==> config.mk <==
export PLATFORM = sky130hd
export DESIGN_NAME = session_admission_ledger_top
export DESIGN_NICKNAME = d
export VERILOG_FILES = /design/src/hdl/sal_pkg.sv /design/src/hdl/sal_regs.sv /design/src/hdl/sal_ctrl.sv /design/src/hdl/sal_dp.sv /design/src/hdl/session_admission_ledger_top.sv
export SDC_FILE = /design/constraint.sdc
export NUM_CORES = 1
export LEC_CHECK = 0
export ABC_AREA = 1
export ABC_CLOCK_PERIOD_IN_PS = 8050
export BUFFER_PORTS_ARGS = -buffer_cell sky130_fd_sc_hd__buf_2
export CAP_MARGIN = 20
export CORE_UTILIZATION = 27
export DETAILED_ROUTE_END_ITERATION = 6
export MAX_ROUTING_LAYER = met4
export SLEW_MARGIN = 15
export SYNTH_ARGS = -nofsm -noshare
export SYNTH_HDL_FRONTEND = slang
export SYNTH_HIERARCHICAL = 1
export SYNTH_SLANG_ARGS = --single-unit
==> constraint.sdc <==
create_clock -name i_clk -period 8.05 [get_ports i_clk]
set_clock_uncertainty 0.1 [all_clocks]
set_input_delay 1.61 -clock i_clk [delete_from_list [all_inputs] [get_ports i_clk]]
set_output_delay 1.61 -clock i_clk [all_outputs]
set_load 0.05 [all_outputs]
==> src/hdl/sal_pkg.sv <==
// shared types, codes and constants for the session admission ledger
`default_nettype none
package sal_pkg;

    localparam int DEF_TABLE_SLOTS = 16;
    localparam int ID_W            = 16;
    localparam int CNT_W           = 5;
    localparam int REFUSE_W        = 16;
    localparam int APB_ADDR_W      = 4;
    localparam int APB_DATA_W      = 32;

    localparam logic [CNT_W-1:0]    CNT_MAX    = '1;
    localparam logic [REFUSE_W-1:0] REFUSE_MAX = '1;

    // operation codes
    localparam logic [1:0] OP_REQUEST  = 2'd0;
    localparam logic [1:0] OP_TRANSFER = 2'd1;
    localparam logic [1:0] OP_RELEASE  = 2'd2;

    // register indexes (word address)
    localparam logic [1:0] REG_HEAVY_CAP     = 2'd0;
    localparam logic [1:0] REG_GUARD_ARMED   = 2'd1;
    localparam logic [1:0] REG_LIGHT_CEILING = 2'd2;

    localparam logic [3:0] HEAVY_CAP_RST     = 4'd0;
    localparam logic       GUARD_ARMED_RST   = 1'b0;
    localparam logic [4:0] LIGHT_CEILING_RST = 5'd4;

    typedef enum logic [2:0] {
        ST_NEW     = 3'd0,
        ST_HELD    = 3'd1,
        ST_CAP     = 3'd2,
        ST_FULL    = 3'd3,
        ST_MOVED   = 3'd4,
        ST_NOSRC   = 3'd5,
        ST_FREED   = 3'd6,
        ST_NOTHELD = 3'd7
    } t_status;

    typedef enum logic {
        S_IDLE = 1'b0,
        S_EXEC = 1'b1
    } t_state;

    typedef struct packed {
        logic [1:0]      operation;
        logic [ID_W-1:0] session_id;
        logic [ID_W-1:0] target_id;
        logic            heavy_class;
    } t_req;

    typedef struct packed {
        logic [2:0]          status;
        logic                admitted;
        logic [CNT_W-1:0]    active_heavy;
        logic [CNT_W-1:0]    active_light;
        logic [REFUSE_W-1:0] refusal_total;
        logic                light_over_ceiling;
        logic                over_cap_unguarded;
    } t_rsp;

    typedef struct packed {
        logic [3:0] heavy_cap;
        logic       guard_armed;
        logic [4:0] light_ceiling;
    } t_cfg;

    typedef struct packed {
        logic capture;
        logic execute;
    } t_cmd;

endpackage
`default_nettype wire

==> src/hdl/sal_regs.sv <==
// configuration registers behind the apb port
`default_nettype none
module sal_regs (
    input  wire logic                           i_clk,
    input  wire logic                           i_rst_n,
    input  wire logic                           psel,
    input  wire logic                           penable,
    input  wire logic                           pwrite,
    input  wire logic [sal_pkg::APB_ADDR_W-1:0] paddr,
    input  wire logic [sal_pkg::APB_DATA_W-1:0] pwdata,
    output logic      [sal_pkg::APB_DATA_W-1:0] prdata,
    output logic                                pready,
    output sal_pkg::t_cfg                       o_cfg
);
    import sal_pkg::*;

    t_cfg       r_cfg;
    logic       wr_en;
    logic [1:0] reg_idx;

    assign pready  = 1'b1;
    assign reg_idx = paddr[3:2];
    assign wr_en   = psel && penable && pwrite && pready;

    always_ff @(posedge i_clk) begin
        if (!i_rst_n) begin
            r_cfg.heavy_cap     <= HEAVY_CAP_RST;
            r_cfg.guard_armed   <= GUARD_ARMED_RST;
            r_cfg.light_ceiling <= LIGHT_CEILING_RST;
        end else if (wr_en) begin
            unique case (reg_idx)
                REG_HEAVY_CAP:     r_cfg.heavy_cap     <= pwdata[3:0];
                REG_GUARD_ARMED:   r_cfg.guard_armed   <= pwdata[0];
                REG_LIGHT_CEILING: r_cfg.light_ceiling <= pwdata[4:0];
                default: ;
            endcase
        end
    end

    always_comb begin
        unique case (reg_idx)
            REG_HEAVY_CAP:     prdata = APB_DATA_W'(r_cfg.heavy_cap);
            REG_GUARD_ARMED:   prdata = APB_DATA_W'(r_cfg.guard_armed);
            REG_LIGHT_CEILING: prdata = APB_DATA_W'(r_cfg.light_ceiling);
            default:           prdata = '0;
        endcase
    end

    assign o_cfg = r_cfg;

endmodule
`default_nettype wire

==> src/hdl/sal_ctrl.sv <==
// controller state machine: capture then execute one transaction
`default_nettype none
module sal_ctrl (
    input  wire logic    i_clk,
    input  wire logic    i_rst_n,
    input  wire logic    i_start,
    output logic         o_busy,
    output sal_pkg::t_cmd o_cmd
);
    import sal_pkg::*;

    t_state r_state;
    t_state n_state;

    always_ff @(posedge i_clk) begin
        if (!i_rst_n) begin
            r_state <= S_IDLE;
        end else begin
            r_state <= n_state;
        end
    end

    always_comb begin
        unique case (r_state)
            S_IDLE:  n_state = i_start ? S_EXEC : S_IDLE;
            S_EXEC:  n_state = S_IDLE;
            default: n_state = S_IDLE;
        endcase
    end

    always_comb begin
        o_busy        = 1'b0;
        o_cmd.capture = 1'b0;
        o_cmd.execute = 1'b0;
        unique case (r_state)
            S_IDLE: begin
                o_cmd.capture = i_start;
            end
            S_EXEC: begin
                o_busy        = 1'b1;
                o_cmd.execute = 1'b1;
            end
            default: ;
        endcase
    end

endmodule
`default_nettype wire

==> src/hdl/sal_dp.sv <==
// datapath: session table with parallel id match, counters and result register
`default_nettype none
module sal_dp #(
    parameter int TABLE_SLOTS = sal_pkg::DEF_TABLE_SLOTS
) (
    input  wire logic          i_clk,
    input  wire logic          i_rst_n,
    input  wire sal_pkg::t_cmd i_cmd,
    input  wire sal_pkg::t_req i_req,
    input  wire sal_pkg::t_cfg i_cfg,
    output logic               o_done,
    output sal_pkg::t_rsp      o_rsp
);
    import sal_pkg::*;

    localparam int IDX_W = (TABLE_SLOTS > 1) ? $clog2(TABLE_SLOTS) : 1;

    logic [TABLE_SLOTS-1:0] r_valid;
    logic [ID_W-1:0]        r_id    [TABLE_SLOTS];
    logic [TABLE_SLOTS-1:0] r_heavy;
    logic [CNT_W-1:0]       r_heavy_cnt, n_heavy_cnt;
    logic [CNT_W-1:0]       r_light_cnt, n_light_cnt;
    logic [REFUSE_W-1:0]    r_refusals,  n_refusals;
    t_req                   r_req;
    logic [TABLE_SLOTS-1:0] r_src_hit;
    logic [TABLE_SLOTS-1:0] r_tgt_hit;
    t_rsp                   r_rsp, n_rsp;
    logic                   r_done;

    logic             src_found, tgt_found, free_found;
    logic [IDX_W-1:0] src_idx, tgt_idx, free_idx;
    logic             src_heavy, refusing;
    logic             wr_new, mv_class, mv_id, free_src;
    logic [CNT_W-1:0] heavy_inc, light_inc, heavy_dec, light_dec;

    // first matching slot for source and target, first free slot
    always_comb begin
        src_idx  = '0;
        tgt_idx  = '0;
        free_idx = '0;
        for (int i = TABLE_SLOTS - 1; i >= 0; i--) begin
            if (r_src_hit[i]) src_idx = IDX_W'(i);
            if (r_tgt_hit[i]) tgt_idx = IDX_W'(i);
            if (!r_valid[i])  free_idx = IDX_W'(i);
        end
    end

    assign src_found  = |r_src_hit;
    assign tgt_found  = |r_tgt_hit;
    assign free_found = ~&r_valid;
    assign src_heavy  = r_heavy[src_idx];
    assign refusing   = i_cfg.guard_armed && (i_cfg.heavy_cap != '0);

    assign heavy_inc = (r_heavy_cnt == CNT_MAX) ? CNT_MAX : r_heavy_cnt + 1'b1;
    assign light_inc = (r_light_cnt == CNT_MAX) ? CNT_MAX : r_light_cnt + 1'b1;
    assign heavy_dec = (r_heavy_cnt == '0) ? '0 : r_heavy_cnt - 1'b1;
    assign light_dec = (r_light_cnt == '0) ? '0 : r_light_cnt - 1'b1;

    always_comb begin
        n_heavy_cnt = r_heavy_cnt;
        n_light_cnt = r_light_cnt;
        n_refusals  = r_refusals;
        wr_new      = 1'b0;
        mv_class    = 1'b0;
        mv_id       = 1'b0;
        free_src    = 1'b0;
        n_rsp.status             = ST_NOTHELD;
        n_rsp.admitted           = 1'b1;
        n_rsp.light_over_ceiling = 1'b0;
        n_rsp.over_cap_unguarded = 1'b0;
        unique case (r_req.operation)
            OP_REQUEST: begin
                priority if (src_found) begin
                    n_rsp.status = ST_HELD;
                end else if (r_req.heavy_class && refusing
                             && (r_heavy_cnt >= CNT_W'(i_cfg.heavy_cap))) begin
                    n_rsp.status   = ST_CAP;
                    n_rsp.admitted = 1'b0;
                    if (r_refusals != REFUSE_MAX) n_refusals = r_refusals + 1'b1;
                end else if (!free_found) begin
                    n_rsp.status   = ST_FULL;
                    n_rsp.admitted = 1'b0;
                end else begin
                    n_rsp.status = ST_NEW;
                    wr_new       = 1'b1;
                    if (r_req.heavy_class) begin
                        n_heavy_cnt = heavy_inc;
                        n_rsp.over_cap_unguarded = !refusing
                            && (i_cfg.heavy_cap != '0)
                            && (heavy_inc > CNT_W'(i_cfg.heavy_cap));
                    end else begin
                        n_light_cnt = light_inc;
                        n_rsp.light_over_ceiling = light_inc > i_cfg.light_ceiling;
                    end
                end
            end
            OP_TRANSFER: begin
                if (!src_found) begin
                    n_rsp.status = ST_NOSRC;
                end else begin
                    n_rsp.status = ST_MOVED;
                    // target held by another entry: it takes the class, source goes
                    if (tgt_found && (tgt_idx != src_idx)) begin
                        mv_class = 1'b1;
                    end else begin
                        mv_id = 1'b1;
                    end
                end
            end
            OP_RELEASE: begin
                if (src_found) begin
                    n_rsp.status = ST_FREED;
                    free_src     = 1'b1;
                    if (src_heavy) n_heavy_cnt = heavy_dec;
                    else           n_light_cnt = light_dec;
                end
            end
            default: ;
        endcase
        n_rsp.active_heavy  = n_heavy_cnt;
        n_rsp.active_light  = n_light_cnt;
        n_rsp.refusal_total = n_refusals;
    end

    // control state of the table and counters
    always_ff @(posedge i_clk) begin
        if (!i_rst_n) begin
            r_valid     <= '0;
            r_heavy_cnt <= '0;
            r_light_cnt <= '0;
            r_refusals  <= '0;
            r_done      <= 1'b0;
        end else begin
            r_done <= i_cmd.execute;
            if (i_cmd.execute) begin
                r_heavy_cnt <= n_heavy_cnt;
                r_light_cnt <= n_light_cnt;
                r_refusals  <= n_refusals;
                for (int i = 0; i < TABLE_SLOTS; i++) begin
                    if (wr_new && (free_idx == IDX_W'(i))) r_valid[i] <= 1'b1;
                    if ((mv_class || free_src) && (src_idx == IDX_W'(i)))
                        r_valid[i] <= 1'b0;
                end
            end
        end
    end

    // table payload and transaction capture
    always_ff @(posedge i_clk) begin
        if (i_cmd.capture) begin
            r_req <= i_req;
            for (int i = 0; i < TABLE_SLOTS; i++) begin
                r_src_hit[i] <= r_valid[i] && (r_id[i] == i_req.session_id);
                r_tgt_hit[i] <= r_valid[i] && (r_id[i] == i_req.target_id);
            end
        end
        if (i_cmd.execute) begin
            r_rsp <= n_rsp;
            for (int i = 0; i < TABLE_SLOTS; i++) begin
                if (wr_new && (free_idx == IDX_W'(i))) begin
                    r_id[i]    <= r_req.session_id;
                    r_heavy[i] <= r_req.heavy_class;
                end
                if (mv_id && (src_idx == IDX_W'(i)))    r_id[i]    <= r_req.target_id;
                if (mv_class && (tgt_idx == IDX_W'(i))) r_heavy[i] <= src_heavy;
            end
        end
    end

    assign o_done = r_done;
    assign o_rsp  = r_rsp;

endmodule
`default_nettype wire

==> src/hdl/session_admission_ledger_top.sv <==
// a transaction is accepted by start while idle; an id match stage registers the table hits,
// then a table update stage writes the table and the result register and raises o_done
// a new transaction is not taken while the ledger is busy with the update of the last one
// busy is high for the single cycle of the update; the receiver cannot stall results
// reset (synchronous, active low) clears all entry valid bits, the counters and the
// registers to their defaults; there is no clearing pass
`default_nettype none
module session_admission_ledger_top #(
    parameter int TABLE_SLOTS = sal_pkg::DEF_TABLE_SLOTS
) (
    input  wire logic                           i_clk,
    input  wire logic                           i_rst_n,
    input  wire logic                           start,
    output logic                                busy,
    input  wire sal_pkg::t_req                  i_req,
    output logic                                o_done,
    output sal_pkg::t_rsp                       o_rsp,
    input  wire logic                           psel,
    input  wire logic                           penable,
    input  wire logic                           pwrite,
    input  wire logic [sal_pkg::APB_ADDR_W-1:0] paddr,
    input  wire logic [sal_pkg::APB_DATA_W-1:0] pwdata,
    output logic      [sal_pkg::APB_DATA_W-1:0] prdata,
    output logic                                pready
);
    import sal_pkg::*;

    t_cfg cfg;
    t_cmd cmd;

    sal_regs u_regs (
        .i_clk   (i_clk),
        .i_rst_n (i_rst_n),
        .psel    (psel),
        .penable (penable),
        .pwrite  (pwrite),
        .paddr   (paddr),
        .pwdata  (pwdata),
        .prdata  (prdata),
        .pready  (pready),
        .o_cfg   (cfg)
    );

    sal_ctrl u_ctrl (
        .i_clk   (i_clk),
        .i_rst_n (i_rst_n),
        .i_start (start),
        .o_busy  (busy),
        .o_cmd   (cmd)
    );

    sal_dp #(
        .TABLE_SLOTS (TABLE_SLOTS)
    ) u_dp (
        .i_clk   (i_clk),
        .i_rst_n (i_rst_n),
        .i_cmd   (cmd),
        .i_req   (i_req),
        .i_cfg   (cfg),
        .o_done  (o_done),
        .o_rsp   (o_rsp)
    );

    // every accepted transaction raises busy and then gets its result strobe
    a_done_after_accept: assert property (@(posedge i_clk) disable iff (!i_rst_n)
        (start && !busy) |=> busy ##1 o_done)
        else $error("result strobe missing after accepted transaction");

    // no result without a preceding update cycle
    a_done_follows_busy: assert property (@(posedge i_clk) disable iff (!i_rst_n)
        o_done |-> $past(busy))
        else $error("result strobe without update cycle");

    // refusal only with a refusing status
    a_refusal_status: assert property (@(posedge i_clk) disable iff (!i_rst_n)
        (o_done && !o_rsp.admitted) |->
            (o_rsp.status == ST_CAP || o_rsp.status == ST_FULL))
        else $error("refused transaction with wrong status");

endmodule
`default_nettype wire
Word-level counts from Yosys, hierarchy flattened
Memories as Yosys holds them, arrays and structs flattened.
Index checks and enable logic that the tools add are counted.
{"block": "op_classes", "reduce_logical": 202, "n_eq_ne": 85, "bitwise": 19, "n_addsub": 5, "order_cmp": 4, "muxes": 316}
{"op": "$mux 16", "n": 35}
{"op": "$eq 16x16->1", "n": 32}
{"op": "$reduce_or 16->1", "n": 17}
{"op": "$mux 4", "n": 64}
{"op": "$mux 1", "n": 193}
{"op": "$logic_and 1x1->1", "n": 104}
{"op": "$eq 4x4->1 const B", "n": 24}
{"op": "$mux 5", "n": 16}
{"op": "$reduce_and 2->1", "n": 35}
{"op": "$reduce_bool 2->1", "n": 32}
{"op": "$eq 4x3->1 const B", "n": 12}
{"op": "$reduce_or 20->1", "n": 2}
{"op": "$eq 4x2->1 const B", "n": 6}
{"op": "$pmux 5 s2", "n": 2}
{"op": "$reduce_or 17->1", "n": 1}
{"op": "$add 16x1->16 const B", "n": 1}
{"op": "$ne 16x16->1 const B", "n": 1}
{"op": "$or 1x1->1", "n": 16}
{"op": "$reduce_and 16->1", "n": 1}
{"op": "$pmux 5 s3", "n": 1}
{"op": "$eq 4x1->1 const B", "n": 3}
{"op": "$logic_not 4->1", "n": 3}
{"op": "$add 5x1->5 const B", "n": 2}
{"op": "$eq 5x5->1 const B", "n": 2}
{"op": "other kinds (19)", "n": 26}
{"block": "word_totals", "reg_bits": 169, "ramBits": 256, "memories": 1, "out_inout_bits": 67, "input_bits": 77, "wordCells": 685}
{"memory": "u_dp.r_id", "words": 16, "word_bits": 16, "rd": 16, "rd_clocked_by_memory_dff": 0, "write_ports": 1, "line": "sal_dp.sv:19", "source": "logic [ID_W-1:0] r_id [TABLE_SLOTS];"}

Depth between registers and ports, before layout
Gate-level depths: netlist (run 1).
{"block": "logic_depth", "word_depth": 42, "ltp_mapped": 29, "depth_no_buf": 29}

Cells and area by module
The synthesis (run 1) kept the hierarchy.
{"module": "sal_dp", "cells_per_inst": 2876, "instances": 1, "area_per_inst_um2": 24760.0, "seq_area_each_um2": 12001.5}
{"module": "sal_regs", "cells_per_inst": 107, "instances": 1, "area_per_inst_um2": 740.7, "seq_area_each_um2": 200.2}
{"module": "sal_ctrl", "cells_per_inst": 8, "instances": 1, "area_per_inst_um2": 58.8, "seq_area_each_um2": 20.0}

Worst setup path before layout (run 1)
Ideal clock, no wire load.
{"block": "synth_path", "kind": "input -> output", "startpoint": "in paddr[2] in the netlist's numbering", "endpoint": "out prdata[4] in the netlist's numbering", "path_buffers": 0, "arrival_ps": 2381, "path_slack_ps": 3959, "required_ps": 6340, "path_stages": 3, "cell_sequence": "inv_2 -> nand2_2 -> nor2_1"}
{"block": "synth_via", "elab_chain_cells": 2, "word_cells_on_any_way": 4, "cone_classes": "eq/ne: 2; mux: 1; reduce/logical: 1"}
{"element": "start: declaration", "line": "session_admission_ledger_top.sv:21", "source": "input wire logic [sal_pkg::APB_ADDR_W-1:0] paddr,"}
{"element": "$eq 2x2->1 (tied with other cells)", "line": "sal_regs.sv:41", "source": "unique case (reg_idx)"}
{"element": "$pmux 5 s3 *", "line": "sal_regs.sv:41"}
{"element": "end: declaration", "line": "session_admission_ledger_top.sv:23", "source": "output logic [sal_pkg::APB_DATA_W-1:0] prdata,"}
Mark *: on every way between the ends. The rest lies on a longest branch, timed or not.

Worst setup path after layout (run 1)
{"block": "layout_path", "startpoint": "reg u_dp.r_src_hit[13]", "endpoint": "mem u_dp.r_id[10][7] (netlist: u_dp/r_id[1][39]) (enable)"}
{"block": "layout_via", "elab_chain_cells": 40, "word_cells_on_any_way": 227, "cone_classes": "eq/ne: 16; mux: 145; bitwise: 16; reduce/logical: 50"}
{"element": "start: declaration", "line": "sal_dp.sv:25", "source": "logic [TABLE_SLOTS-1:0] r_src_hit;"}
{"element": "start signal: indexed assignment", "line": "sal_dp.sv:153", "source": "r_src_hit[i] <= r_valid[i] && (r_id[i] == i_req.session_id);"}
{"element": "$mux 4 (14 in series)", "line": "sal_dp.sv:42", "source": "if (r_src_hit[i]) src_idx = IDX_W'(i);"}
{"element": "$ne 4x4->1", "line": "sal_dp.sv:103", "source": "if (tgt_found && (tgt_idx != src_idx)) begin"}
{"element": "$logic_and 1x1->1", "line": "sal_dp.sv:103"}
{"element": "$mux 1", "line": "sal_dp.sv:103"}
{"element": "$mux 1", "line": "sal_dp.sv:98", "source": "if (!src_found) begin"}
{"element": "$mux 1", "line": "sal_dp.sv:71", "source": "unique case (r_req.operation)"}
{"element": "$logic_and 1x1->1", "line": "sal_dp.sv:164", "source": "if (mv_id && (src_idx == IDX_W'(i))) r_id[i] <= r_req.target_id;"}
{"element": "$mux 1", "line": "sal_dp.sv:164"}
{"element": "$mux 1", "line": "sal_dp.sv:157", "source": "if (i_cmd.execute) begin"}
{"element": "$mux 1 (not written as such)", "line": "sal_dp.sv:164"}
{"element": "$or 1x1->1 (no line)"}
{"element": "$reduce_or 16->1 (no line)"}
{"element": "$mux 4 (no line) / $mux 1 (equally long branches) (15 in series)"}
{"element": "end: declaration", "line": "sal_dp.sv:19"}
Parallel ways exist; a longest one is shown, timed or not.

==> results of run 1 <==
==> cells by family after synthesis <==
kind of cell,share of synthesized area [%]
AND/OR/NAND/NOR,18.3
AO/OA/AOI/OAI,18.4
buffers and inverters,9.21
flip-flops,47.8
XOR/XNOR,5.38
adder cells (fa/ha/maj),0.881
other,0.0294
==> stage by stage <==
stage / utilization (%) / area [µm²] / hold slack, ns / total power, mW / setup slack [ns]
after global routing: 30.4 / 28500 / 0.447 / 5.48 / 2.81
final: 30.4 / 28500 / 0.415 / 5.35 / 3.14
after floorplan: - / 25700 / 0.367 / 2.92 / 3.96
after detailed placement: 28.8 / 27000 / 0.406 / 3.18 / 3.07
after global placement: 28.7 / 26900 / 0.396 / 3.17 / 3.09
after CTS: 30.4 / 28500 / 0.418 / 5.35 / 3.24
==> registers in the layout, indices dropped and copies added, names as in the netlist <==
signal / flops
u_dp/r_id: 256
u_dp/r_req: 35
u_dp/o_rsp: 32
u_dp/r_heavy: 16
u_dp/r_refusals: 16
u_dp/r_src_hit: 16
u_dp/r_tgt_hit: 16
u_dp/r_valid: 16
u_regs/o_cfg: 10
u_dp/r_heavy_cnt: 5
u_dp/r_light_cnt: 5
u_ctrl/r_state: 1
u_dp/o_done: 1
==> critical path, stage by stage (launching register included) <==
cell and delay [ns]:
sky130_fd_sc_hd__edfxtp_1 0.40, sky130_fd_sc_hd__nor2_1 0.30, sky130_fd_sc_hd__inv_1 0.13, sky130_fd_sc_hd__o21ai_1 0.14, sky130_fd_sc_hd__nand2_1 0.06, sky130_fd_sc_hd__nand2_1 0.06
sky130_fd_sc_hd__nand2_1 0.05, sky130_fd_sc_hd__nand2_1 0.05, sky130_fd_sc_hd__nand2_1 0.04, sky130_fd_sc_hd__nor2_1 0.60, sky130_fd_sc_hd__xor2_1 0.21, sky130_fd_sc_hd__nand3_1 0.09
sky130_fd_sc_hd__nand2_1 0.08, sky130_fd_sc_hd__inv_2 0.06, sky130_fd_sc_hd__nor3_4 0.11, sky130_fd_sc_hd__buf_4 0.46, sky130_fd_sc_hd__nand2_1 0.72, sky130_fd_sc_hd__nand2_1 0.87
==> power breakdown <==
part / leakage (nW) / internal, mW / switching, mW
sequential: 3.83 / 2.44 / 0.0559
combinational: 6.70 / 0.167 / 0.510
clock: 0.742 / 1.17 / 1.01
==> how the worst max path moves through the flow <==
stage,startpoint,to,cells past startpoint
after global routing,u_dp/r_src_hit[13]$_DFFE_PP_,u_dp/r_id[1][75]$_DFFE_PP_,17
final,u_dp/r_src_hit[13]$_DFFE_PP_,u_dp/r_id[1][39]$_DFFE_PP_,17
after CTS,u_dp/r_src_hit[13]$_DFFE_PP_,u_dp/r_id[1][53]$_DFFE_PP_,17
after floorplan,paddr[2],prdata[4],3
after detailed placement,i_req[8],u_dp/r_tgt_hit[9]$_DFFE_PP_,6
after global placement,i_req[21],u_dp/r_src_hit[9]$_DFFE_PP_,7
==> cell usage after synthesis, types with 62 or more instances <==
cell                       instances  area, µm²
sky130_fd_sc_hd__a21oi_1          73        365
sky130_fd_sc_hd__o22ai_1         165       1030
sky130_fd_sc_hd__inv_1           301       1130
sky130_fd_sc_hd__clkbuf_1         97        364
sky130_fd_sc_hd__nand2_1         654       2450
sky130_fd_sc_hd__a221oi_1         93        815
sky130_fd_sc_hd__nor4_1           62        388
sky130_fd_sc_hd__edfxtp_1        371      11100
sky130_fd_sc_hd__nand3_1         101        505
sky130_fd_sc_hd__xor2_1          118       1030
sky130_fd_sc_hd__o21ai_0         376       1880
sky130_fd_sc_hd__nor2_1          124        465
==> area by class of cell <==
cell class,count,area (µm²)
clock buffer,59,1310
sequential,425,12200
inverter,322,1210
antenna,3,7.51
tap,1254,1570
clock inverter,28,216
fill,9819,65100
timing repair buffer,141,878
multi-input combinational,2050,11100
==> routing by layer <==
layer,part of all wire [%],GRT usage (%),vias to the layer above
li1,-,-,10400
met1,37,27.7,11000
met2,42,32.1,1872
met3,15,6.55,475
met4,6.9,13.2,0
met5,0,-,-
==> results list, run 1 <==
- Number of routed nets with antenna violations: 0
- Number of failing setup endpoints in the final timing report: 0
- The worst hold path passes through 2 cells.
* Crit path kind: reg -> reg
- The synthesized netlist occupies a cell area of roughly 26000 µm².
* Synthesized flop and latch total: between 400 and 500
- The worst setup path is captured at a flop.
* Slew headroom: ~14%
* CTS H-tree lvls: 2
* Die Outline Area: 95900 µm²
- Top achievable clock speed: between 200 and 250 MHz
* Std-Cell Rows: roughly 110
* Clk root buf: sky130_fd_sc_hd__clkbuf_16
- Weighted congestion reported at the end of routability-driven placement: between 0.9 and 1
- Ys async rst share: 0%
- Dividing total power by cell area gives a power density of approximately 190 nW/µm².
* Unrepaired setup endpoints after global routing: no
* Post-Layout Cell Count: between 4000 and 5000
- The first detailed-routing pass took 6 iterations.
- Post-CTS Repair Setup Buffers: 0
- The worst hold path belongs to the class reg -> reg.
- Number of remaining DRC errors: 0
* Worst-case clock buffer depth: 3
* Detailed Route Iter0 Violations: a little under 4000
- Outcome: completed
- Clock tree from TritonCTS: yes
- In this run the worst path has a maximum fanout of 33.
- Total count of max-transition violations in the final report: 0
- Latest clock arrival within the worst-skew pair: roughly 0.65 ns
* Type of element launching the critical path: flop
- The number of antenna violations at the first check in global routing was 5.
- Maximum capacitance violations: 0
- The via count of the first global-routing pass came to ~22000.
- After synthesis, flip-flops and latches occupy around 48% of the total area.
- In this run, synthesis inferred roughly 370 flip-flops with an integrated enable.
- Clock-pin slew was measured on the worst setup and hold paths at roughly 0.060 ns.
- The number of different library cells used by synthesis comes to 50.
- In the finished design, the share of the clock period the worst path needs comes to 61.0%.
- Horizontal die dimension: 310 µm
* First-pass GRT wire length: roughly 150000 µm
* Final period demand of the worst path: 4.91 ns
- Entering global routing, the biggest net connects 60 pins.
* Internal reg-to-reg setup slack: about 3.1 ns
* Area of the core: ~94000 µm²
- Num Clock Sinks: around 430
- Placed wire-length estimate after detailed placement: approximately 67000 µm
- The net count of the finished layout is slightly above 3000.
- For this configuration, the core starts out at a cell density of a little over a quarter.
- For this run the aggregate overflow at the end of global routing stands at 0.
- Measured in cells, the most critical reg-to-reg path has a length of 17.
- The average instance in the mapped netlist occupies 8.55 µm².
* Yosys warnings: 6
- Worst VDD drop: ~0.16 mV
- Per-cell via count in the routed design: around 5.5
* CTS Buf Count: slightly below 50
- Reg-to-reg endpoint: u_dp/r_id[1][39]$_DFFE_PP_
- Measured along the y axis, the die boundary spans between 300 and 400 µm.
- The final number of hold-violating endpoints was 0.
- In the layout the commonest cells are sky130_fd_sc_hd__nand2_1, sky130_fd_sc_hd__o21ai_0, sky130_fd_sc_hd__edfxtp_1.
* Post-synthesis to final-layout area growth: 11.5%
* Routed length per placed instance: around 25 µm
- Of the cells placed in the final design, the portion with a size suffix greater than 1 is a little under a tenth.
- Most frequent standard cell in the layout excluding fill and tap cells: sky130_fd_sc_hd__nand2_1
* Syn Inst Count: between 2000 and 3000
* Reg-to-reg critical path startpoint: u_dp/r_src_hit[13]$_DFFE_PP_
* Cts repair resizes: 0
- Once placement completed, the tool counted placed cells totaling 4191.
* Post-Route Setup TNS: 0 ns
- The worst hold path terminates at u_regs/o_cfg[1]$_SDFFE_PN0P_.
* Number of port buffers: 86
- For the worst setup path, the data arrival time is roughly 5.0 ns.
- Boundary pin count: approximately 140
- Leak pwr: 11.3 nW
- Most used DFF post-synth: sky130_fd_sc_hd__edfxtp_1
- The routed layout has about 24000 vias.
- Required time reported for the critical path endpoint: slightly above 8 ns
- Buffers inserted to repair hold after CTS numbered 0.
- In the global route stage, overall resource usage came out at 22.4%.
- In this run the most critical hold path is launched from u_regs/o_cfg[1]$_SDFFE_PN0P_.
- Final Routed Wirelength: roughly 110000 µm
- For the pin with the worst max-slew slack, the measured transition is roughly 1.3 ns.
(Power assumes the default switching activity.)
==> run 2, diff against run 1 <==
--- a/config.mk
+++ b/config.mk
@@ -5,8 +5,8 @@
 export SDC_FILE = /design/constraint.sdc
 export NUM_CORES = 1
 export LEC_CHECK = 0
-export ABC_AREA = 1
-export ABC_CLOCK_PERIOD_IN_PS = 8050
+export ABC_AREA = 0
+export ABC_CLOCK_PERIOD_IN_PS = 4400
 export BUFFER_PORTS_ARGS = -buffer_cell sky130_fd_sc_hd__buf_2
 export CAP_MARGIN = 20
 export CORE_UTILIZATION = 27
==> constraint.sdc (replaced) <==
create_clock -name i_clk -period 4.4 [get_ports i_clk]
set_clock_uncertainty 0.1 [all_clocks]
set_input_delay 0.88 -clock i_clk [delete_from_list [all_inputs] [get_ports i_clk]]
set_output_delay 0.88 -clock i_clk [all_outputs]
set_load 0.05 [all_outputs]
==> run 2 against run 1 <==
  * Sequential power up 85%
  * Worst hold slack worse by 0.052 ns
  * Sequential share of layout area down 1.4 points
  * Synthesized cell count down 25%
  * Combinational power up 54%
  * Critical path depth down 7
==> results list, run 2 <==
- The run finished with clean final reports.
- Each instance of the synthesized netlist takes up on average between 10 and 15 µm².
- Power spread over the standard cell area amounts to 333 nW/µm².
- Most frequent cell on the critical path: sky130_fd_sc_hd__buf_4
- Summed over its instances, the top area cell type makes up 42.9% of the synthesized netlist area.
- Switching power: between 2 and 3 mW
* Class of the most critical hold timing path: in -> reg
* First-pass GRT wire length: around 130000 µm
- Subtracting the final worst setup slack from the clock period gives between 3 and 4 ns.
- The floorplan step set the die width to between 300 and 400 µm.
* Worst VDD drop: 0.305 mV
- Synth Area in Adders: less than 1%
- For this run, the number of Yosys warnings is 6.
- Top achievable clock speed: 251 MHz
- Post-route total power: around 9.8 mW
* Layout net count: ~2400
- Overflow left after global routing: 0
- Leaving out fill and tap cells, the most frequent cells in the layout are sky130_fd_sc_hd__edfxtp_1, sky130_fd_sc_hd__xor2_1, sky130_fd_sc_hd__xnor2_1.
* Synthesized flop and latch total: between 400 and 500
- Slew headroom: between 10% and 20%
- Antenna violations before repair: 2
* Num Clock Sinks: 425
* Worst-case clock buffer depth: 3
- Proportion of power drawn by the clock network: a little over two fifths
- Using the TritonRoute via totals, the vias-per-cell ratio works out to around 5.2.
- Distinct cell type count of the synthesized netlist: 86
- Pin slew with the least headroom to its limit: roughly 1.3 ns
- The number of max-slew violations in the final report is 0.
- For this run, the slowest stage of the critical path takes around 0.74 ns.
* Type of element launching the critical path: flop
- The finished layout holds roughly 3600 standard cells, fillers aside.
* Most frequent standard cell in the layout excluding fill and tap cells: sky130_fd_sc_hd__edfxtp_1
* Maximum capacitance violations: 0
- The share of total power dissipated in combinational logic is a little over a tenth.
* DR vias: roughly 19000
- Arrival time of data at the critical path endpoint: between 4 and 5 ns
- Global routing used between 10% and 20% of the available tracks.
- CTS Buf Count: 49
- The synthesized netlist devotes 4.72% of its cell area to compound gates.
- Most common cell in the netlist: sky130_fd_sc_hd__edfxtp_1
- Summed over all nets, the half-perimeter wirelength after detailed placement is between 50000 and 60000 µm.
* Top cells by area in the synthesized netlist: sky130_fd_sc_hd__edfxtp_1, sky130_fd_sc_hd__mux2_2, sky130_fd_sc_hd__xor2_1
- The slowest stage of the critical path is the sky130_fd_sc_hd__or4_1 cell.
- Buf+Inv Stages, Crit Path: 2
- After floorplanning, the core was divided into 113 placement rows.
* Ys async rst share: 0%
* Fin crit share: a little over 90%
- The cell count after synthesis came out at 2250.
- Reg-to-reg critical path startpoint: u_dp/r_src_hit[4]$_DFFE_PP_
- Hold repair after CTS inserted 0 buffers.
- By area, the combinational part of the netlist is dominated by XOR/XNOR gates.
- The critical path goes through or4_1 -> a21oi_2 -> o21ai_1 -> a211oi_1 -> a211o_2 -> a31o_1 -> buf_4 -> nand3_2 -> nand2_1 -> buf_4.
- The cell area that synthesis handed to floorplanning was approximately 26000 µm².
- At the worst endpoint, the required time is between 4 and 5 ns.
- Post-Route Setup TNS: 0 ns
* Clk root buf: sky130_fd_sc_hd__clkbuf_16
- Weighted congestion reported at the end of routability-driven placement: just over 0.9
- Most area-hungry cell type in the Yosys netlist: sky130_fd_sc_hd__edfxtp_1
- Cells with a size suffix above 1 make up between 20% and 30% of the layout.
- Layout filler cell count: between 9000 and 10000
* Post-synthesis to final-layout area growth: 13.3%
- Number of failing setup endpoints in the final timing report: 0
* Total internal power: 7.14 mW
- Maximum fanout along the worst path: 17
- Minimum setup slack after placement: 0.478 ns
- Routed length per placed instance: about 25 µm
- Counting flops per register, the top entry is u_dp/r_id.
* Type of element capturing the critical path: flop
- In this run the post-CTS setup repair buffer count came out at 0.
- Number of routed nets with antenna violations: 0
* Area of the core: approximately 95000 µm²
* Number of remaining DRC errors: 0
* Number of enable flip-flop cells after synthesis: approximately 370
- Number of port buffers: 86
* Crit path kind: reg -> reg
- First drt pass iteration count: 5
- In this run, post-CTS repair resized a total of 0 instances.
- The die covers slightly below 100000 µm².
- The routed design has just under 90000 µm of wire.
- Hold_sp: i_req[33]
* Sequential Power Share: between 40% and 50%
- Among all flip-flop cells after synthesis, the most frequent one is sky130_fd_sc_hd__edfxtp_1.
- The analysis attributes to cell leakage a power of 9.92 nW.
* Synthesized-area fraction occupied by xor and xnor cells: roughly 18%
* Multiplexer area fraction after synthesis: roughly 13%
- Latest clock arrival within the worst-skew pair: about 0.63 ns
- Critical path's top delay family: simple AND/OR/NAND/NOR gates
* Final hold viol count: 0
- Net Sw Frac: 27.0%
* Post-placement cell count: about 3500
* Simple-gate share of the synthesized area: about an eighth
- The floorplan step set the die height to 312 µm.
- Starting density of the core: a little over a quarter
* Boundary pin count: ~140
- TritonCTS built the clock tree.
- Setup repair after global routing left no endpoint under its margin.
* Most instantiated cells after synthesis: sky130_fd_sc_hd__edfxtp_1, sky130_fd_sc_hd__xor2_1, sky130_fd_sc_hd__xnor2_1
- After clock tree synthesis, the clock-pin slew on the worst setup and hold paths is roughly 0.060 ns.
- Flip-flop count of the largest register after layout: 256
* Detailed Route Iter0 Violations: 2465
* Final worst setup slack: 0.416 ns
* Proportion of synthesized chip area in sequential cells: 47.0%
- The via count of the first global-routing pass was about 18000.
- Largest net degree at the start of global routing: 47
* CP Launch Point: u_dp/r_src_hit[4]$_DFFE_PP_
- CTS built an H-tree with a depth of 2.
==> run 2: per-stage QoR <==
step | util, % | hold WS [ns] | area (µm²)
floorplan | - | 0.343 | 26100
global placement | 29.2 | 0.365 | 27800
detailed placement | 29.2 | 0.365 | 27800
CTS | 30.9 | 0.328 | 29400
global route | 30.9 | 0.338 | 29400
finish | 30.9 | 0.363 | 29400
==> run 2: final timing paths <==
check                                                     to  slack [ns]  depth (start not counted)
worst max register to register    u_dp/r_id[1][26]$_DFFE_PP_        0.42                         10
worst min-delay path                u_dp/r_req[33]$_DFFE_PP_        0.36                          1
worst max-delay path              u_dp/r_id[1][26]$_DFFE_PP_        0.42                         10
worst min register to register  u_regs/o_cfg[4]$_SDFFE_PN0P_        0.38                          2
==> run 2: layout make-up <==
cell class	instances	area [µm²]	share of cell area (%)
Multi-Input combinational cell	1642	12900	43.7
Sequential cell	425	12200	41.5
Tap cell	1265	1580	5.38
Clock buffer	58	1280	4.35
Timing Repair Buffer	164	1040	3.55
Clock inverter	32	333	1.13
Inverter	29	109	0.370
Antenna cell	1	2.50	0.00850
==> run 2: worst reg2reg max path, cell delays in order (launching register included) <==
cell and delay [ns]:
sky130_fd_sc_hd__edfxtp_1 0.50, sky130_fd_sc_hd__or4_1 0.74, sky130_fd_sc_hd__a21oi_2 0.23, sky130_fd_sc_hd__o21ai_1 0.07
sky130_fd_sc_hd__a211oi_1 0.25, sky130_fd_sc_hd__a211o_2 0.16, sky130_fd_sc_hd__a31o_1 0.35, sky130_fd_sc_hd__buf_4 0.33
sky130_fd_sc_hd__nand3_2 0.46, sky130_fd_sc_hd__nand2_1 0.20, sky130_fd_sc_hd__buf_4 0.28
==> run 2: kinds of logic (layout without fill, tap and decap cells) <==
group                      after synthesis  in the layout
buffers and inverters                  209            283
muxes                                  294            294
xor gates and xnor gates               535            535
AOI/OAI and AO/OA                      186            186
and+or+nand+nor                        581            581
DFF                                    425            425
adders and majority gates               18             18
other                                    2             29
==> run 2: metal layers <==
| metal | share of wire [%] | vias up | global-route usage [%] |
|---|---|---|---|
| met2 | 44 | 997 | 27.9 |
| li1 | - | 8246 | - |
| met3 | 9.8 | 231 | 3.77 |
| met5 | 0 | - | - |
| met1 | 42 | 9430 | 24.0 |
| met4 | 4.0 | 0 | 6.62 |
==> run 2: power groups by stage <==
stage          Sequential [mW]  Clock [mW]  Combinational, mW
2_1_floorplan             4.60           0              0.708
3_3_place_gp              4.68           0               1.00
3_5_place_dp              4.68           0               1.01
4_1_cts                   4.59        4.22               1.02
5_1_grt                   4.60        4.37               1.08
6_report                  4.60        4.15               1.04
==> run 3, diff against run 2 <==
==> constraint.sdc (replaced) <==
create_clock -name i_clk -period 4.4 [get_ports i_clk]
set_clock_uncertainty 0.1 [all_clocks]
set_input_delay 0.44 -clock i_clk [delete_from_list [all_inputs] [get_ports i_clk]]
set_output_delay 0.44 -clock i_clk [all_outputs]
set_load 0.05 [all_outputs]
==> run 3 against run 2 <==
  * Worst setup slack worse by 0.017 ns
  * First-iteration DRC count is 5.4% lower
  * Worst hold slack worse by 0.33 ns
  * Maximum frequency is 0.41% lower
  * Core utilization hardly changed
  * Count of clock-buffer cells in the layout is 7 higher
  * Die area stayed put
  * Wire length is 0.53% lower
==> results list, run 3 (same netlist as run 2, synthesis figures left out) <==
- The flow ran to the end, and the final reports show no timing, DRC or antenna violations.
- Fin crit share: about nine tenths
- Summed over all nets, wire length on met2 after detailed routing comes to just under 40000 µm.
- Ranked by flip-flop count, first place goes to u_dp/r_id.
- Overflow left after global routing: 0
- Wires add up to around 90000 µm.
- The number of gates resized after CTS was 0.
- Of the cells placed in the final design, the portion with a size suffix greater than 1 is approximately 22%.
- The first global-routing pass estimated 126000 µm of wire.
- Clock slew at reported path FFs: 0.06 ns
- Maximum capacitance violations: 0
* Std-Cell Rows: between 100 and 150
* Type of element launching the critical path: flop
- The total area inside the core boundary comes to 95200 µm².
- Met1 Wirelength: roughly 37000 µm
* Latest clock arrival within the worst-skew pair: ~0.66 ns
- Most frequent standard cell in the layout excluding fill and tap cells: sky130_fd_sc_hd__edfxtp_1
- In the routed design, unresolved DRC markers number 0.
- Total count of max-transition violations in the final report: 0
- After detailed routing, the average wire length per cell comes to between 20 and 25 µm.
- The worst path needs 4.00 ns of the cycle, external delays included.
- Via count of the first global-routing pass: about 18000
- Clock tree synthesis inserted a total of ~50 buffers.
- Area taken by flip-flops and latches: 12200 µm²
- The path class of the tightest hold or removal check is in -> reg.
* Commonest non-fill, non-tap cells in the layout: sky130_fd_sc_hd__edfxtp_1, sky130_fd_sc_hd__xor2_1, sky130_fd_sc_hd__xnor2_1
- The die covers 97500 µm².
- Number of port buffers: 86
- Worst VDD drop: 0.325 mV
- Required time reported for the critical path endpoint: around 4.6 ns
* Post-Route Setup TNS: 0 ns
- In this run the most critical hold path is launched from pwdata[1].
- Detailed Route Iter0 Violations: 2333
- Horizontal die dimension: 312 µm
- Top Layer Used: met4
- Power spread over the standard cell area amounts to 336 nW/µm².
- Vertical die dimension: around 310 µm
- The congestion estimate from routability-driven global placement came to 0.926.
- Antenna violations before repair: 2
- Unrepaired setup endpoints after global routing: no
* Largest incremental delay on the critical path: 0.72 ns
- The first detailed-routing pass ran for 6 iterations.
* Layout net count: between 2000 and 2500
- The worst setup path is of the reg -> reg kind.
- Reg-to-reg critical path startpoint: u_dp/r_src_hit[5]$_DFFE_PP_
- Num Clock Sinks: around 430
- Internal reg-to-reg setup slack: about 0.4 ns
- The final number of hold-violating endpoints is 0.
* Post-synthesis to final-layout area growth: 13.1%
- Measured in cells, the most critical reg-to-reg path has a length of 10.
* Post-placement cell count: around 3500
* Endpoint, Worst Hold: u_regs/o_cfg[7]$_SDFFE_PN0P_
* Hold buffer count at cts: 6
- Data arrives at the worst endpoint at 4.18 ns.
- Slew headroom: a little over an eighth
- The clock passes through at most 3 buffers.
- Placed wire-length estimate after detailed placement: ~56000 µm
- DR vias: between 15000 and 20000
* Largest net degree at the start of global routing: 50
* Number of failing setup endpoints in the final timing report: 0
- For the pin with the worst max-slew slack, the measured transition is between 1 and 1.5 ns.
* Number of cells on the worst hold path: 3
- During I/O placement, the number of pins put on the boundary was 144.
- Type of element capturing the critical path: flop
- Post-Layout Cell Count: 3603
- Total area of multi-input combinational cells: 12900 µm²
- Number of routed nets with antenna violations: 0
- The register with the most flip-flops in the layout has around 260 of them.
- The endpoint identified for the worst register-to-register timing path is u_dp/r_id[1][78]$_DFFE_PP_.
- The number of setup buffers added after CTS is 0.
- After detailed routing, the met3 layer carries about 8900 µm of wire.
- Timing would allow up to about 250 MHz.
* Overall routing resource usage: between 10% and 20%
- CTS H-tree lvls: 2
- Leak pwr: ~9.9 nW
* Clk root buf: sky130_fd_sc_hd__clkbuf_16
- Clock tree from TritonCTS: yes
- Per-cell via count in the routed design: ~5.2
- For this configuration, the core starts out at a cell density of a little over a quarter.
- Power comes to slightly below 10 mW.
- Layout filler cell count: 9704
- The critical path goes through or4_1 -> a21oi_2 -> o21ai_1 -> a211oi_1 -> a211o_2 -> a31o_1 -> and2b_1 -> nand2_4 -> nand2_1 -> buf_4.
- In this run the worst path has a maximum fanout of 17.
- Slowest cell on the critical path: sky130_fd_sc_hd__or4_1
==> run 3: cell type report <==
class / count / area share, %
Multi-Input combinational cell: 1642 / 43.7
Sequential cell: 425 / 41.6
Tap cell: 1265 / 5.39
Clock buffer: 65 / 4.41
Timing Repair Buffer: 149 / 3.30
Clock inverter: 26 / 1.18
Inverter: 29 / 0.370
Antenna cell: 2 / 0.0170
==> run 3: power by group <==
| group | leakage, nW | internal (mW) | switching [mW] | total (mW) |
|---|---|---|---|---|
| logic | 5.23 | 0.358 | 0.661 | 1.02 |
| registers | 3.84 | 4.44 | 0.181 | 4.62 |
| clock network | 0.790 | 2.45 | 1.78 | 4.23 |
| total | 9.87 | 7.24 | 2.62 | 9.87 |
==> run 3: worst max-delay path by stage <==
stage                                      from                    endpoint  slack, ns  cells after the start
3_5_place_dp        u_dp/r_src_hit[5]$_DFFE_PP_  u_dp/r_id[1][65]$_DFFE_PP_       0.51                     10
5_1_grt        u_dp/r_heavy_cnt[0]$_SDFFE_PN0P_   u_dp/r_id[1][6]$_DFFE_PP_       0.27                     13
3_3_place_gp   u_dp/r_heavy_cnt[0]$_SDFFE_PN0P_   u_dp/r_id[1][8]$_DFFE_PP_       0.52                     13
6_report            u_dp/r_src_hit[5]$_DFFE_PP_  u_dp/r_id[1][78]$_DFFE_PP_       0.40                     10
2_1_floorplan  u_dp/r_heavy_cnt[0]$_SDFFE_PN0P_   u_dp/r_id[0][0]$_DFFE_PP_       0.60                      9
4_1_cts             u_dp/r_src_hit[5]$_DFFE_PP_  u_dp/r_id[1][77]$_DFFE_PP_       0.46                     10
==> run 3: metal layers <==
metal	GRT usage, %	up-vias
li1	-	8206
met1	23.7	9290
met2	27.6	1046
met3	3.82	245
met4	7.33	0
met5	-	-
==> run 3: critical path, delay by kind of cell (launching register included) <==
family	cells	cell delay [ns]
and+or+nand+nor	4	1.63
AOI/OAI and AO/OA	5	1.14
DFF	1	0.51
buffers and inverters	1	0.27
==> run 3: stage by stage <==
stage | instance area [µm²] | hold WS (ns) | setup slack (ns) | utilization (%)
after global placement | 27600 | 0.365 | 0.518 | 29.0
after global routing | 29400 | 0.0251 | 0.273 | 30.9
after floorplan | 26100 | 0.343 | 0.604 | -
after CTS | 29300 | 0.00342 | 0.462 | 30.8
final | 29400 | 0.0329 | 0.400 | 30.9
after detailed placement | 27600 | 0.371 | 0.505 | 29.0
